$ cat config.mk
export PLATFORM = sky130hd
export DESIGN_NAME = rtt_cell
export DESIGN_NICKNAME = d
export VERILOG_FILES = /design/src/rtl/rtt_pkg.sv /design/src/rtl/rtt_cell.sv
export SDC_FILE = /design/constraint.sdc
export NUM_CORES = 1
export LEC_CHECK = 0
export ABC_AREA = 1
export BUFFER_PORTS_ARGS = -buffer_cell sky130_fd_sc_hd__buf_2
export CAP_MARGIN = 20
export CORE_MARGIN = 5
export CORE_UTILIZATION = 57
export DETAILED_ROUTE_END_ITERATION = 8
export GPL_TIMING_DRIVEN = 1
export PLACE_DENSITY = 0.79
export SLEW_MARGIN = 20
export SYNTH_ARGS = -nofsm -noshare
export SYNTH_HDL_FRONTEND = slang
export SYNTH_SLANG_ARGS = --single-unit
$ cat constraint.sdc
create_clock -name clock -period 8.46 [get_ports clock]
set_input_delay 2.538 -clock clock [delete_from_list [all_inputs] [get_ports clock]]
set_output_delay 2.538 -clock clock [all_outputs]
set_load 0.02 [all_outputs]
$ cat src/rtl/rtt_pkg.sv
package rtt_pkg;

   // Item kinds carried in req_tuser. Codes five to seven mean nothing.
   typedef enum logic [2:0] {
      FUNC_WRITE        = 3'd0,
      FUNC_V2P          = 3'd1,
      FUNC_P2V_CACHED   = 3'd2,
      FUNC_P2V_UNCACHED = 3'd3,
      FUNC_RANGE_CHECK  = 3'd4
   } func_type;

   // Configuration register indexes.
   typedef enum logic [1:0] {
      REG_ENTRY_COUNT = 2'd0,
      REG_VIEW_MASK   = 2'd1
   } csr_reg_type;

   localparam int ADDR_W      = 32;
   localparam int IDX_W       = 6;
   localparam int COUNT_W     = 7;
   localparam int VIEW_W      = 16;
   localparam int VIEW_LSB    = 16;
   localparam int UNCACHED_B  = 30;
   localparam int CSR_IDX_W   = 2;
   localparam int CSR_DATA_W  = 16;
   localparam int FUNC_W      = 3;
   localparam int REQ_DATA_W  = 200;
   // Wide enough to compare a slot number (up to 256) with the entry count.
   localparam int SLOT_CMP_W  = 9;

   // Entry write, broadcast to every cell at the accepting edge.
   typedef struct packed {
      logic              en;
      logic [IDX_W-1:0]  idx;
      logic [ADDR_W-1:0] vbase;
      logic [ADDR_W-1:0] pbase;
      logic [ADDR_W-1:0] len;
      logic [ADDR_W-1:0] attr;
   } wr_type;

   // Token that walks the row of cells, one cell per cycle.
   typedef struct packed {
      logic              valid;
      func_type          func;
      logic [ADDR_W-1:0] qa;
      logic [ADDR_W:0]   qend;
      logic              found;
      logic [ADDR_W-1:0] addr;
   } tok_type;

endpackage

$ cat src/rtl/rtt_cell.sv
module rtt_cell
   import rtt_pkg::*;
#(
   parameter int INDEX = 0
) (
   input  logic               clock,
   input  logic               reset,
   input  wr_type             wr,
   input  logic [COUNT_W-1:0] entry_count,
   input  logic [VIEW_W-1:0]  view_mask,
   input  tok_type            up_tok,
   output tok_type            dn_tok
);

   // Entry contents, kept in a form that needs no add on the lookup path
   // other than the final offset and, for the physical lookups, its negation.
   logic [ADDR_W-1:0] vbase_ff;
   logic [ADDR_W-1:0] pbase_ff;
   logic [ADDR_W:0]   vend_ff;
   logic [ADDR_W:0]   pend_ff;
   logic [ADDR_W-1:0] v2p_ff;
   logic [VIEW_W-1:0] view_ff;
   logic              unc_ff;

   tok_type tok_ff;
   tok_type tok_in;

   logic              wr_hit;
   logic              sel_v;
   logic [ADDR_W-1:0] base;
   logic [ADDR_W:0]   lim;
   logic [ADDR_W-1:0] delta;
   logic              kind_ok;
   logic              active;
   logic              lo_ok;
   logic              hi_ok;
   logic              hit;

   assign wr_hit = wr.en && (SLOT_CMP_W'(wr.idx) == SLOT_CMP_W'(INDEX));

   always_ff @(posedge clock) begin
      if (wr_hit) begin
         vbase_ff <= wr.vbase;
         pbase_ff <= wr.pbase;
         vend_ff  <= {1'b0, wr.vbase} + {1'b0, wr.len};
         pend_ff  <= {1'b0, wr.pbase} + {1'b0, wr.len};
         v2p_ff   <= wr.pbase - wr.vbase;
         view_ff  <= wr.attr[VIEW_LSB +: VIEW_W];
         unc_ff   <= wr.attr[UNCACHED_B];
      end
   end

   always_comb begin
      sel_v = (up_tok.func == FUNC_V2P) || (up_tok.func == FUNC_RANGE_CHECK);
      base  = sel_v ? vbase_ff : pbase_ff;
      lim   = sel_v ? vend_ff : pend_ff;
      delta = sel_v ? v2p_ff : (ADDR_W'(0) - v2p_ff);

      case (up_tok.func)
         FUNC_V2P:          kind_ok = 1'b1;
         FUNC_P2V_CACHED:   kind_ok = !unc_ff;
         FUNC_P2V_UNCACHED: kind_ok = unc_ff;
         FUNC_RANGE_CHECK:  kind_ok = 1'b1;
         default:           kind_ok = 1'b0;
      endcase

      active = (SLOT_CMP_W'(INDEX) < SLOT_CMP_W'(entry_count)) &&
               ((view_ff & view_mask) != '0);
      lo_ok  = up_tok.qa >= base;
      hi_ok  = (up_tok.func == FUNC_RANGE_CHECK) ? (up_tok.qend <= lim)
                                                 : ({1'b0, up_tok.qa} < lim);
      hit    = active && kind_ok && lo_ok && hi_ok;

      tok_in = up_tok;
      if (up_tok.valid && !up_tok.found && hit) begin
         tok_in.found = 1'b1;
         tok_in.addr  = (up_tok.func == FUNC_RANGE_CHECK) ? '0 : (up_tok.qa + delta);
      end
   end

   always_ff @(posedge clock) begin
      if (reset) begin
         tok_ff.valid <= 1'b0;
      end else begin
         tok_ff <= tok_in;
      end
   end

   assign dn_tok = tok_ff;

endmodule

# Word level (Yosys, flattened, before mapping)
# Cells that the tools add are included.
op_classes:
  bitwise: 1
  n_eq_ne: 4
  magnitude_cmp: 4
  n_addsub: 5
  n_reduce_logical: 13
  mux: 7
ops:
  columns: ["operator", "n"]
  rows:
  - ["two-way mux 32 bit", 4]
  - ["adder 32 x 32 -> 33 bit", 2]
  - ["less-or-equal comparator 33 bit", 1]
  - ["< comparator 32 x 33 -> 1 bit", 1]
  - ["two-way mux 33 bit", 1]
  - ["adder 32 bit", 1]
  - [">= comparator 32 bit", 1]
  - ["subtractor 1 x 32 -> 32 bit, first input constant", 1]
  - ["subtractor 32 bit", 1]
  - ["bitwise AND 16 bit", 1]
  - ["nonzero test 16 bit", 1]
  - ["logical AND 1 bit", 7]
  - ["< comparator 1 x 7 -> 1 bit, first input constant", 1]
  - ["== test 3 x 2 -> 1 bit, second input constant", 2]
  - ["zero test 6 bit", 1]
  - ["== test 3 x 1 -> 1 bit, second input constant", 1]
  - ["== test 3 bit, second input constant", 1]
  - ["one-hot mux 1 bit (3 select lines)", 1]
  - ["zero test 1 bit", 2]
  - ["OR reduction 2 bit", 1]
  - ["logical OR 1 bit", 1]
  - ["two-way mux 1 bit", 1]
totals:
  word_cells: 47
  output_inout_bits: 102
  reg_bits: 281
  inputBits: 262

# Longest topological paths before layout
# Gate-level depths: netlist of run 1.
depth:
  word_depth: 8
  ltp_mapped: 26
  depth_no_buf: 26

# Worst setup path after synthesis of run 1
# No wires, ideal clock.
synth_path:
  path_kind: "input to register"
  from: "input port wr[129] (netlist bit)"
  to: "register pbase_ff[0], enable pin"
  stages: 2
  required_time_ps: 7899
  setup_slack_ps: 975
  arrival_time_ps: 6924
  n_path_buf: 0
  setup_time_ps: 561
  path_cell_list: "nor4_1 -> and3_1"
synth_via:
  elab_chain_len: 2
synth_rtl:
  columns: ["element", "line", "source"]
  rows:
  - ["start: declaration", "rtt_cell.sv:8", "input wr_type wr,"]
  - ["zero test 6 bit", "rtt_cell.sv:39", "assign wr_hit = wr.en && (SLOT_CMP_W'(wr.idx) == SLOT_CMP_W'(INDEX));"]
  - ["logical AND 1 bit", "rtt_cell.sv:39", null]
  - ["named net wr_hit", "rtt_cell.sv:28", "logic wr_hit;"]
  - ["end signal: assignment", "rtt_cell.sv:44", "pbase_ff <= wr.pbase;"]
  - ["end: declaration", "rtt_cell.sv:18", "logic [ADDR_W-1:0] pbase_ff;"]
# The timed path passes the listed nets, and every way through them passes these cells.
# A chain may end at the register's enable or synchronous reset.

==> flow_summary.yaml, run 1 <==
status:
  status: "finished clean"
routing:
  per_cell_via_count_in_the_routed_design: 5.77
  postRouteWirelength_mm: 58.7
  drtAntennaViolNets: 0
  drtIter0Drc: 1446
  drtPass1Iterations: 6
  dr_wl_cell_um: 20.1
  routed-via-count: 16851
  post-route-drc-count: 0
synth:
  netlist_instances: 2086
  synth_top_flop_cell: "sky130_fd_sc_hd__edfxtp_1"
  avgSynthCellArea_sq_um: 9.35
  synth_seq_area_share_pct: 43.1
  post_synth_num_cell_types: 53
  synthesis.yosys.warnings: 0
  ys_seq_elements: 280
  syn-num-nets: 2573
  syn-cell-area_sq_mm: 0.0195
  synth-edff-count: 279
  postSynth.asyncResetShare_pct: 0
sta:
  timing.clock.skew_ps: 18.5
  final.setup.worst_slack_ps: 1880
  drv_slew: 0
  final_period_minus_worst_setup_slack_ps: 6580
  setup_tns_ps: 0
  highest_attainable_clock_frequency_ghz: 0.152
  timing.final.crit_share_pct: 77.7
  max_slew_margin_pct: 35.4
  setup_repair_after_global_routing_missed_its_margin: "false"
  setup_viol: 0
  slew_at_the_pin_closest_to_its_max_slew_limit_ps: 960
  finalHoldViolations: 0
cells_and_area:
  final_layout_size_suffix_gt1_share_pct: 17.2
  final.fill_count: 2760
  design.final.nets: 2936
  most_frequent_cells_in_the_layout: "364 x sky130_fd_sc_hd__nand2_1, 347 x sky130_fd_sc_hd__buf_2, 279 x sky130_fd_sc_hd__edfxtp_1, 226 x sky130_fd_sc_hd__inv_1, 221 x sky130_fd_sc_hd__ha_1"
  layout.cells.most_common: "sky130_fd_sc_hd__nand2_1"
  area_delta_synth_final_pct: 16.2
floorplanning:
  floorplan.die_area_sq_mm: 0.0380
  floorplan.core_area_sq_mm: 0.0337
  initial_core_util_pct: 57.9
  die-width_um: 195
  row_count: 67
  die_h_um: 195
  count_of_boundary_i_o_pins: 364
pwr:
  static-leakage-power_nw: 10.2
  ir_worst_vdd_uv: 150
  cellPowerDensity_mw_per_mm2: 167
setup_path:
  worstSetupPathType: "input pin to flop"
  worst_ep_arrival_time_ps: 6860
  critical_path_required_ps: 8740
  critPathCaptureType: "flop"
  setup.worst_path.start_class: "input pin"
  timing.critical_path.fanout_max: 33
clocking:
  cts_h_tree_depth: 1
  ctsRootBufferMaster: "sky130_fd_sc_hd__clkbuf_16"
  clock_pin_slew_of_the_registers_on_the_worst_case_setup_and_hold_paths_ps: 60
  clock-sinks: 280
  ctsResizeCount: 0
  clock_path_buffers: 3
  post_cts.repair.setup_buffers: 0
  cts_tree: "built"
  ctsHoldBuffers: 0
  clk_latency_ps: 560
  cts_made_buffers: 30
global_routing:
  global_route_wire_length_before_repair_mm: 89.9
  grtUsageTotal_pct: 29.7
  initial_antenna_violation_count: 1
  first_global_vias: 16864
  grt_start_max_net_pins: 78
  grt-ovfl-total: 0
placed_design:
  place_hpwl_mm: 48.9
  placement.setup.worst_slack_ps: 1400
  io_buffer_count: 347
  finalWeightedCongestion: 0.938
flow_run:
  max_cap_violations: 0
min_path:
  worstHoldPathType: "flop to flop"
[Yosys cell counts (all sizes together), types with 2 or more instances]
cell type,n,share of area [%]
inv,229,4.4
a31oi,25,0.80
o2111ai,5,0.22
o21bai,4,0.17
nor2,181,3.5
a211oi,6,0.23
o221a,2,0.12
clkbuf,5,0.096
a21oi,198,5.1
a22o,4,0.18
a21boi,9,0.38
a221oi,5,0.22
o221ai,7,0.31
nor3,21,0.56
xnor2,42,1.9
buf,20,0.60
mux2i,61,3.1
o21a,23,0.89
a2111oi,3,0.13
a21o,10,0.38
nor4,13,0.42
o211ai,6,0.23
ha,221,14
nand3,52,1.4
nand3b,3,0.12
nand4,69,2.2
o21ai,104,2.8
edfxtp,279,43
xor2,92,4.1
nand2,367,7.1
and3,2,0.064
o31ai,8,0.31
fa,4,0.41
[cell type report]
type	instances	area, sq um	area share (%)
flip-flops and latches	280	8400	37.1
repair buffers	356	1800	7.96
multi-input cells	1552	10100	44.7
clock buffers	35	791	3.49
well taps	448	561	2.47
clock inverters	18	128	0.563
inverters	229	862	3.80
diodes	1	2.50	0.0110
[critical path: stages]
cell	delay, ps
sky130_fd_sc_hd__buf_2	120
sky130_fd_sc_hd__inv_1	100
sky130_fd_sc_hd__nand3_2	460
sky130_fd_sc_hd__nand2_4	590
sky130_fd_sc_hd__buf_4	550
sky130_fd_sc_hd__mux2i_1	490
sky130_fd_sc_hd__ha_1	330
sky130_fd_sc_hd__a21oi_1	150
sky130_fd_sc_hd__nor2_1	50
sky130_fd_sc_hd__nor4_1	370
sky130_fd_sc_hd__nand2_1	90
sky130_fd_sc_hd__nand2_1	80
sky130_fd_sc_hd__nand3_1	150
sky130_fd_sc_hd__nand2_2	170
sky130_fd_sc_hd__nand3_4	320
sky130_fd_sc_hd__nand2_1	150
sky130_fd_sc_hd__nand2_1	120
[layer usage]
metal  track usage [%]  share of wire (%)  vias to the layer above
met5                 0                  0                        -
li1                  -                  -                     8166
met1              38.5                 40                     7870
met2              51.5                 48                      688
met3              4.39                7.6                      127
met4              9.57                3.7                        0
[metrics by stage]
stage,power [mW],cell area (sq um),instances,hold WS (ps),util (%)
global route,3.97,22700,2919,953,67.3
finish,3.79,22700,2919,924,67.3
global placement,2.56,21700,2865,898,64.5
floorplan,2.26,19500,2086,802,-
detailed placement,2.58,21700,2865,889,64.5
CTS,3.79,22700,2918,913,67.3
[where the power goes]
part	switching [mW]	internal, mW
logic	0.612	0.339
clock network	0.531	0.696
registers	0.0108	1.60
[worst paths after layout]
kind	start	endpoint	slack, ps	cells past startpoint
worst min register to register	v2p_ff[0]	dn_tok[0]	920	5
worst max-delay path	up_tok[98]	dn_tok[14]	1880	17
worst min-delay path	v2p_ff[0]	dn_tok[0]	920	5
worst max register to register	v2p_ff[1]	dn_tok[25]	3980	20
[registers in the layout (all words and copies together), names as in the netlist]
name      cells
vend_ff      33
view_ff      16
v2p_ff       32
pbase_ff     32
dn_tok      102
vbase_ff     32
pend_ff      33
[cells by family after synthesis]
family | share of synthesized area, %
xor gates and xnor gates | 6.02
DFF | 43.1
muxes | 3.13
buffers and inverters | 5.10
AOI/OAI and AO/OA | 12.5
adders and majority gates | 14.6
and+or+nand+nor | 15.6
(Power assumes the default switching activity.)
==> run 2: changes to the inputs <==
- clock period: 8.46 -> 6.83 ns (I/O delays scaled with it)
==> flow_summary.yaml, run 2 (synthesis results as in run 1) <==
setup_path:
  r2r_end: "dn_tok[25]"
  setup.worst_path.start_class: "input pin"
  critPathCaptureType: "flop"
  worstRegToRegCells: 20
  critical_path_required_ps: 7120
  timing.critical_path.fanout_max: 33
  worst_ep_arrival_time_ps: 5750
  worstSetupPathType: "input pin to flop"
  reg2reg_slack_ps: 2490
  r2r-start: "v2p_ff[1]"
sta:
  final_period_minus_worst_setup_slack_ps: 5470
  setup_repair_after_global_routing_missed_its_margin: "false"
  timing.clock.skew_ps: 30.8
  slew_at_the_pin_closest_to_its_max_slew_limit_ps: 984
  max_slew_margin_pct: 34.4
  setup_viol: 0
  highest_attainable_clock_frequency_ghz: 0.183
  finalHoldViolations: 0
  timing.final.crit_share_pct: 80.1
  setup_tns_ps: 0
  final.setup.worst_slack_ps: 1360
  drv_slew: 0
global_routing:
  initial_antenna_violation_count: 5
  grt-ovfl-total: 0
  grt_start_max_net_pins: 179
  grtUsageTotal_pct: 29.6
  first_global_vias: 16842
  global_route_wire_length_before_repair_mm: 89.5
routing:
  drtIter0Drc: 1558
  drtPass1Iterations: 7
  drtAntennaViolNets: 0
  postRouteWirelength_mm: 59.0
  dr_wl_cell_um: 20.1
  per_cell_via_count_in_the_routed_design: 5.85
  routed-via-count: 17161
  post-route-drc-count: 0
cells_and_area:
  fin_area_sq_mm: 0.0228
  fin_util_pct: 67.5
  layout.cells.most_common: "sky130_fd_sc_hd__nand2_1"
  area_delta_synth_final_pct: 16.7
  final.fill_count: 2734
  final_layout_size_suffix_gt1_share_pct: 17.3
  most_frequent_cells_in_the_layout: "364 x sky130_fd_sc_hd__nand2_1, 347 x sky130_fd_sc_hd__buf_2, 279 x sky130_fd_sc_hd__edfxtp_1, 226 x sky130_fd_sc_hd__inv_1, 221 x sky130_fd_sc_hd__ha_1"
  number_of_flip_flops_under_the_largest_register_name: 102
  design.final.nets: 2941
clocking:
  cts_h_tree_depth: 1
  clock_path_buffers: 3
  clock_pin_slew_of_the_registers_on_the_worst_case_setup_and_hold_paths_ps: 60
  post_cts.repair.setup_buffers: 0
  ctsRootBufferMaster: "sky130_fd_sc_hd__clkbuf_16"
  cts_made_buffers: 28
  ctsHoldBuffers: 0
  ctsResizeCount: 0
  cts_tree: "built"
  clock-sinks: 280
  clk_latency_ps: 560
placed_design:
  dpl-instance-area_sq_mm: 0.0218
  place_hpwl_mm: 48.6
  finalWeightedCongestion: 0.961
  io_buffer_count: 347
  placement.setup.worst_slack_ps: 911
min_path:
  worst_hold_path.endpoint: "dn_tok[0]"
  worstHoldPathType: "flop to flop"
  holdPathStages: 5
  timing.hold.worst.start: "v2p_ff[0]"
floorplanning:
  row_count: 67
  floorplan.core_area_sq_mm: 0.0337
  floorplan.die_area_sq_mm: 0.0380
  count_of_boundary_i_o_pins: 364
  die_h_um: 195
  initial_core_util_pct: 57.9
  die-width_um: 195
status:
  status: "finished clean"
flow_run:
  max_cap_violations: 0
pwr:
  totalPowerFinal_mw: 4.70
  static-leakage-power_nw: 10.2
  cellPowerDensity_mw_per_mm2: 207
  ir_worst_vdd_uv: 163
run 2: final cells by class:
type                            instances  area, sq um  area share [%]
Antenna cell                            7         17.5          0.0770
Clock buffer                           34          744            3.27
Clock inverter                         18          159           0.698
Inverter                              229          862            3.79
Multi-Input combinational cell       1552        10100            44.5
Sequential cell                       280         8400            36.9
Tap cell                              448          561            2.46
Timing Repair Buffer                  363         1890            8.32
run 2: critical path, stage by stage:
cell and delay (ps):
sky130_fd_sc_hd__buf_2 110, sky130_fd_sc_hd__inv_2 80, sky130_fd_sc_hd__nand3_1 150, sky130_fd_sc_hd__nand2_4 270, sky130_fd_sc_hd__buf_12 210, sky130_fd_sc_hd__mux2i_1 510
sky130_fd_sc_hd__ha_1 350, sky130_fd_sc_hd__nand2_1 80, sky130_fd_sc_hd__nor2_1 60, sky130_fd_sc_hd__nand2_1 60, sky130_fd_sc_hd__o211ai_1 130, sky130_fd_sc_hd__a211oi_1 620
sky130_fd_sc_hd__buf_4 230, sky130_fd_sc_hd__nand3_1 100, sky130_fd_sc_hd__nand2_2 140, sky130_fd_sc_hd__nand3_4 290, sky130_fd_sc_hd__nand2_1 150, sky130_fd_sc_hd__nand2_1 120
run 2: power by group:
group | switching [mW] | internal, mW | total, mW
registers | 0.0132 | 1.98 | 2.00
clock network | 0.635 | 0.884 | 1.52
logic | 0.761 | 0.425 | 1.19
run 2: metal layers:
layer  track usage [%]  wire, um
met1              38.6     23400
met2              51.0     28500
met3              4.03      4920
met4              10.3      2230
met5                 0         0
run 2: per-stage QoR:
step,std cells,hold slack (ps)
2_1_floorplan,2086,802
6_report,2931,919
3_3_place_gp,2872,904
5_1_grt,2929,1010
3_5_place_dp,2872,901
4_1_cts,2924,920
run 2: how the worst max path moves through the flow:
stage	from	to	slack, ps	cells after the start
after floorplan	up_tok[98]	dn_tok[24]	1860	21
after global placement	up_tok[99]	dn_tok[14]	1010	18
after detailed placement	up_tok[99]	dn_tok[14]	910	18
after CTS	up_tok[99]	dn_tok[14]	1490	18
after global routing	up_tok[99]	dn_tok[14]	1270	18
final	up_tok[99]	dn_tok[14]	1360	18
